**src/design/stbs_pkg.sv**
```systemverilog
package stbs_pkg;

	localparam int TABLE_DEPTH = 1024;
	localparam int IDX_W       = $clog2(TABLE_DEPTH);
	localparam int CNT_W       = $clog2(TABLE_DEPTH + 1);
	localparam int CFG_W       = 11;
	localparam int LIDX_W      = 10;
	localparam int POS_W       = 10;
	localparam int DATA_W      = 32;

	localparam logic ACT_LOAD   = 1'b0;
	localparam logic ACT_SEARCH = 1'b1;

	typedef struct packed {
		logic init;
		logic load;
		logic issue;
		logic advance;
		logic finish;
		logic hit;
	} stbs_cmd_t;

	typedef struct packed {
		logic range_open;
		logic hit;
	} stbs_status_t;

endpackage

```
**src/design/stbs_ctrl.sv**
```systemverilog
module stbs_ctrl import stbs_pkg::*; (
	input  logic         clk,
	input  logic         arst_n,
	input  logic         start,
	input  logic         action,
	input  stbs_status_t status,
	output stbs_cmd_t    cmd,
	output logic         busy,
	output logic         done
);

	localparam logic [1:0] ST_IDLE    = 2'd0;
	localparam logic [1:0] ST_ISSUE   = 2'd1;
	localparam logic [1:0] ST_COMPARE = 2'd2;

	logic [1:0] state_q;
	logic [1:0] state_d;
	logic       done_q;

	always_comb begin
		cmd     = '0;
		state_d = state_q;
		unique case (state_q)
			ST_IDLE: begin
				if (start) begin
					if (action == ACT_SEARCH) begin
						cmd.init = 1'b1;
						state_d  = ST_ISSUE;
					end else begin
						cmd.load = 1'b1;
					end
				end
			end
			ST_ISSUE: begin
				if (status.range_open) begin
					cmd.issue = 1'b1;
					state_d   = ST_COMPARE;
				end else begin
					cmd.finish = 1'b1;
					state_d    = ST_IDLE;
				end
			end
			ST_COMPARE: begin
				if (status.hit) begin
					cmd.finish = 1'b1;
					cmd.hit    = 1'b1;
					state_d    = ST_IDLE;
				end else begin
					cmd.advance = 1'b1;
					state_d     = ST_ISSUE;
				end
			end
			default: begin
				state_d = ST_IDLE;
			end
		endcase
	end

	always_ff @(posedge clk or negedge arst_n) begin
		if (!arst_n) begin
			state_q <= ST_IDLE;
			done_q  <= 1'b0;
		end else begin
			state_q <= state_d;
			done_q  <= cmd.finish;
		end
	end

	assign busy = state_q != ST_IDLE;
	assign done = done_q;

endmodule

```
**config.mk**
```make
export PLATFORM = sky130hd
export DESIGN_NAME = stbs_ctrl
export DESIGN_NICKNAME = d
export VERILOG_FILES = /design/src/design/stbs_pkg.sv /design/src/design/stbs_ctrl.sv
export SDC_FILE = /design/constraint.sdc
export NUM_CORES = 1
export LEC_CHECK = 0
export ABC_AREA = 1
export BUFFER_PORTS_ARGS = -buffer_cell sky130_fd_sc_hd__buf_2
export CAP_MARGIN = 15
export CORE_AREA = 2 2 39 41
export DETAILED_ROUTE_END_ITERATION = 10
export DIE_AREA = 0 0 41 43
export GPL_TIMING_DRIVEN = 0
export PLACE_DENSITY = 0.42
export SYNTH_ARGS = -nofsm -noshare
export SYNTH_HDL_FRONTEND = slang
export SYNTH_SLANG_ARGS = --single-unit
```
**constraint.sdc**
```tcl
create_clock -name clk -period 1 [get_ports clk]
set_input_delay 0.05 -clock clk [delete_from_list [all_inputs] [get_ports clk]]
set_output_delay 0.05 -clock clk [all_outputs]
set_load 0.05 [all_outputs]
```
==> impl_metrics.toml, run 1 <==
[synthesis]
yosysWarnings = 0
ys_ff_latch = 3
syn_nets = 46
syn_area_um2 = 277
ys_seq_area_share_pct = 27.1
synth.distinct_cells = 12
netlist_instances = 35
syn_avg_cell_area_um2 = 7.90

[power]
p_leak_nw = 0.327
peakVddDrop_v = 0.00146
power_density_nw_per_um2 = 3610
finalPower_mw = 2.37

[clocking]
cts_max_level = 1
cts.sinks = 3
clock_latency_ns = 0.23
cts_buffers = 3
clkTransAtPathRegs_ns = 0.04
cts_tree = "done"
clockBufferDepth = 2
cts-root-buf = "clkbuf_4"

[cells_and_area]
finalNonFillerCells = 78
finalNetCount = 74
areaGrowthSynthToFinish_pct = 138
antenna_cells = 0
fin_util_pct = 47.5
drive_above_1_share_pct = 85.5

[drt]
drt_pass1_iterations = 3
post_drt_wl_per_cell_um = 9.12
final_antenna_net_count = 0
wl_um = 711
drc = 0
vias = 291
vias_per_cell = 3.73
drtIter0Drc = 1

[floorplan]
core-area_um2 = 1380
die_h_um = 43
rows = 14
start_util_pct = 20.0
die_area_um2 = 1760
die_w_um = 41
io-pin-count = 14

[timing]
setup_viol = 10
final-hold-violation-count = 0
min_period_ns = 1.38
worstMarginPinSlew_ns = 0.246
final-max-slew-violation-count = 0
fin_setup_tns_ns = -2.64
fmaxAchievable_mhz = 725
fin_crit_sh_pct = 138
clock_skew_ns = 0.000103
rsz0062_at_grt = "yes"
whs_ns = 0.119
fin_ws_ns = -0.380
slew_headroom_pct = 83.7

[worst_setup_path]
end_kind = "output port"
start_kind = "register"
cp.arrival_ns = 1.33
crit_required_ns = 0.95
crit_type = "register to output port"
path_max_fanout = 3

[placed_design]
io_buffers = 13
routabilityCongestion = 0.631
dp_hpwl_um = 454
place_inst = 64

[run_status]
status = "finished with violations"
violations = "negative setup slack"

[global_routing]
grt_pass1_wl_mm = 1.12
grt_overflow_total = 0
antenna_found_initial = 0
track_usage_pct = 9.52
grt_pass1_vias = 300
grt_max_degree = 4

[run]
max_cap_viol_count = 0

[hold_path]
min_path_type = "input pin to register"
==> worst max-delay path, cell delays in order (launching register included) <==
cell	delay (ns)
dfrtp_1	0.40
inv_2	0.14
ha_4	0.16
nand2_2	0.07
a21boi_4	0.16
buf_6	0.17
==> metrics by stage <==
step	area (um^2)	worst slack, ns
finish	657	-0.380
global route	657	-0.442
CTS	622	-0.388
detailed placement	404	-0.251
global placement	404	-0.258
floorplan	319	-0.229
==> what timing repair did <==
action	CTS	global route
endpoints found under the hold margin	3	0
resized for setup	30	8
pin swaps	5	7
buffers inserted	8	1
endpoints found under the setup margin	10	10
hold buffers	1	0
==> final cells by class <==
cell class / count / area, um^2
clock buffer: 4 / 26.3
sequential: 3 / 76.3
multi-input combinational: 21 / 282
fill: 133 / 727
inverter: 11 / 47.5
timing repair buffer: 23 / 205
tap: 16 / 20.0
==> report_power, final <==
part | internal, mW | switching (mW)
Combinational | 0.876 | 1.05
Clock | 0.149 | 0.0595
Sequential | 0.183 | 0.0543
Total | 1.21 | 1.16
==> cell usage in the layout (no fill, tap or decap), types with 2 or more instances in the layout <==
| master | synthesis | layout |
|---|---|---|
| buf_6 | 0 | 10 |
| buf_2 | 0 | 6 |
| inv_2 | 2 | 5 |
| nand2_2 | 2 | 5 |
| buf_4 | 0 | 5 |
| inv_1 | 9 | 4 |
| ha_4 | 0 | 4 |
| nand2_4 | 0 | 3 |
| clkbuf_4 | 0 | 3 |
| nor3_4 | 0 | 2 |
| o21ai_2 | 2 | 2 |
| dfrtp_1 | 3 | 2 |
==> cells by family after synthesis <==
group                    share of synthesized area [%]
AO/OA/AOI/OAI                                     9.05
flip-flops                                        27.1
buffers and inverters                             14.9
adder cells (fa/ha/maj)                           22.6
AND/OR/NAND/NOR                                   26.2
==> metal layers <==
metal  vias up  GRT usage (%)  wire length (um)
met4         0           8.00                 0
met2         7           15.0               397
li1        155              -                 -
met5         -              0                 0
met3         0              0                35
met1       129           11.2               278
==> worst paths after layout <==
| path | startpoint | depth (start not counted) | slack, ns | end |
|---|---|---|---|---|
| worst max-delay path | state_q[1] | 5 | -0.38 | cmd[1] |
| worst min-delay path | status[1] | 3 | 0.12 | state_q[1] |
| worst max register to register | state_q[1] | 6 | -0.32 | done |
| worst min register to register | state_q[1] | 3 | 0.65 | state_q[1] |
| max in group asynchronous | arst_n | 2 | 0.74 | state_q[0] |
| min in group asynchronous | arst_n | 2 | 0.14 | state_q[0] |
==> synth_stat cells (all sizes together) <==
cell	instances	area (um^2)
a21boi	1	7.51
ha	5	62.6
nand3	1	10.0
nor3	2	10.0
dfrtp	3	75.1
nor2	2	17.5
nand2	8	35.0
o21ai	2	17.5
inv	11	41.3
==> registers in the layout, summed over array words and instances, names as in the netlist <==
name / count
state_q: 2
done: 1
Note: power is estimated with default switching activity, not from simulation.
==> run 2, diff against run 1 <==
--- a/config.mk
+++ b/config.mk
@@ -8,11 +8,12 @@
 export ABC_AREA = 1
 export BUFFER_PORTS_ARGS = -buffer_cell sky130_fd_sc_hd__buf_2
 export CAP_MARGIN = 15
-export CORE_AREA = 2 2 39 41
+export CELL_PAD_IN_SITES_DETAIL_PLACEMENT = 0
+export CELL_PAD_IN_SITES_GLOBAL_PLACEMENT = 2
+export CORE_UTILIZATION = 19
 export DETAILED_ROUTE_END_ITERATION = 10
-export DIE_AREA = 0 0 41 43
 export GPL_TIMING_DRIVEN = 0
-export PLACE_DENSITY = 0.42
+export PLACE_DENSITY = 0.66
 export SYNTH_ARGS = -nofsm -noshare
 export SYNTH_HDL_FRONTEND = slang
 export SYNTH_SLANG_ARGS = --single-unit
==> impl_metrics.toml, run 2 (synthesized netlist as in run 1, its figures left out) <==
[run_status]
status = "finished with violations"
violations = "negative setup slack"

[worst_setup_path]
path_max_fanout = 4
max_stage_delay_ns = 0.44
crit_required_ns = 0.95
slowest_stage = "dfrtp_2"
path_delay_family = "flip-flops"
start_kind = "register"
end_kind = "output port"
rr_worst_depth = 7
rr_endpoint = "state_q[0]"
reg2reg_from = "state_q[0]"
reg2reg_slack_ns = -0.19
crit_type = "register to output port"
critical_path.cell_chain = "inv_4 > ha_4 > a21boi_4 > buf_6"
critPathBufInv = 2
cp.arrival_ns = 1.37

[cells_and_area]
areaGrowthSynthToFinish_pct = 129
fill_cells = 139
final_cell_mix = "buf_2, inv_2, buf_6"
finalNetCount = 70
drive_above_1_share_pct = 84.5
fin_area_um2 = 633
largest_register_ffs = 2
antenna_cells = 0
largest-register = "state_q"
layout_commonest_cell = "buf_2"

[timing]
slew_headroom_pct = 83.7
worstMarginPinSlew_ns = 0.246
setup_viol = 10
fmaxAchievable_mhz = 702
fin_crit_sh_pct = 142
fin_ws_ns = -0.424
fin_setup_tns_ns = -2.82
min_period_ns = 1.42
clock_skew_ns = 0.00314
whs_ns = 0.108
final-max-slew-violation-count = 0
final-hold-violation-count = 0
rsz0062_at_grt = "yes"

[floorplan]
io-pin-count = 14
core-area_um2 = 1330
die_w_um = 40.2
die_area_um2 = 1610
rows = 13
die_h_um = 40.2
start_util_pct = 20.7

[hold_path]
min_path_type = "input pin to register"
hp-start = "status[1]"
holdPathStages = 3
hold_end = "state_q[1]"

[clocking]
cts_buffers = 3
clock_latency_ns = 0.23
cts_tree = "done"
cts-root-buf = "clkbuf_4"
clkTransAtPathRegs_ns = 0.04
clockBufferDepth = 2
cts.sinks = 3
cts_max_level = 1

[global_routing]
track_usage_pct = 9.63
grt_overflow_total = 0
antenna_found_initial = 0
grt_max_degree = 5
grt_pass1_vias = 255
grt_pass1_wl_um = 979

[power]
p_leak_nw = 0.306
p_comb_share_pct = 77.9
p_int_mw = 1.12
netSwitchingFraction_pct = 50.2
p_seq_share_pct = 12.7
p_switching_mw = 1.13
power_density_nw_per_um2 = 3540
peakVddDrop_v = 0.00122
pwr-share-clk_pct = 9.4

[run]
max_cap_viol_count = 0

[placed_design]
io_buffers = 13
place_area_um2 = 403
dp_hpwl_um = 481
routabilityCongestion = 0.633

[drt]
post_drt_wl_per_cell_um = 8.77
drc = 0
wl_um = 640
vias = 282
drt_pass1_iterations = 4
drtIter0Drc = 1
vias_per_cell = 3.86
final_antenna_net_count = 0
[run 2: changes by cell type in the layout (fill, tap and decap cells not counted), sizes merged]
cell and delta:
buf -4
[run 2: final cells by class]
cell class | instances | area [um^2] | share of cell area, %
Clock buffer | 4 | 26.3 | 4.15
Tap cell | 15 | 18.8 | 2.96
Multi-Input combinational cell | 21 | 277 | 43.7
Sequential cell | 3 | 77.6 | 12.3
Timing Repair Buffer | 19 | 184 | 29.1
Inverter | 11 | 50.0 | 7.91
[run 2: power by group through the flow]
stage                     sequential (mW)  clock [mW]  combinational [mW]
after floorplan                     0.280           0               0.871
after global placement              0.240           0                1.12
after detailed placement            0.242           0                1.12
after CTS                           0.280       0.223                1.45
after global routing                0.295       0.238                1.88
final                               0.284       0.211                1.75
[run 2: through the flow]
stage,setup slack [ns],std cells,utilization (%),power (mW)
after global placement,-0.262,63,30.2,1.36
after floorplan,-0.229,35,-,1.15
after detailed placement,-0.268,63,30.2,1.36
after global routing,-0.472,73,47.5,2.41
final,-0.424,73,47.5,2.24
after CTS,-0.409,69,41.0,1.95
[run 2: worst min-delay path: stages]
cell and delay [ns]:
buf_2 0.12, nand2_4 0.08, o21ai_2 0.05
[run 2: how the worst max path moves through the flow]
stage                    start    endpoint  slack [ns]  depth (start not counted)
CTS                 state_q[0]      cmd[1]       -0.41                          4
finish              state_q[1]      cmd[1]       -0.42                          4
detailed placement  state_q[0]      cmd[1]       -0.27                          4
floorplan           state_q[0]  state_q[0]       -0.23                          6
global route        state_q[0]      cmd[1]       -0.47                          4
global placement    state_q[0]      cmd[1]       -0.26                          4
[run 2: timing repair]
| item | CTS | global route |
|---|---|---|
| hold buffers | 1 | 0 |
| resized for setup | 29 | 9 |
| endpoints found under the setup margin | 10 | 10 |
| setup buffers | 1 | 4 |
| pin swaps | 0 | 6 |
| hold endpoints to repair | 3 | 0 |
[run 2: routing by layer]
layer / vias up / track usage (%) / routed length (um) / part of all wire [%]
met5: - / 0 / 0 / 0
met4: 0 / 10.3 / 0 / 0
met3: 0 / 1.67 / 14 / 2.2
met2: 5 / 14.9 / 356 / 56
met1: 129 / 10.5 / 268 / 42
li1: 148 / - / - / -
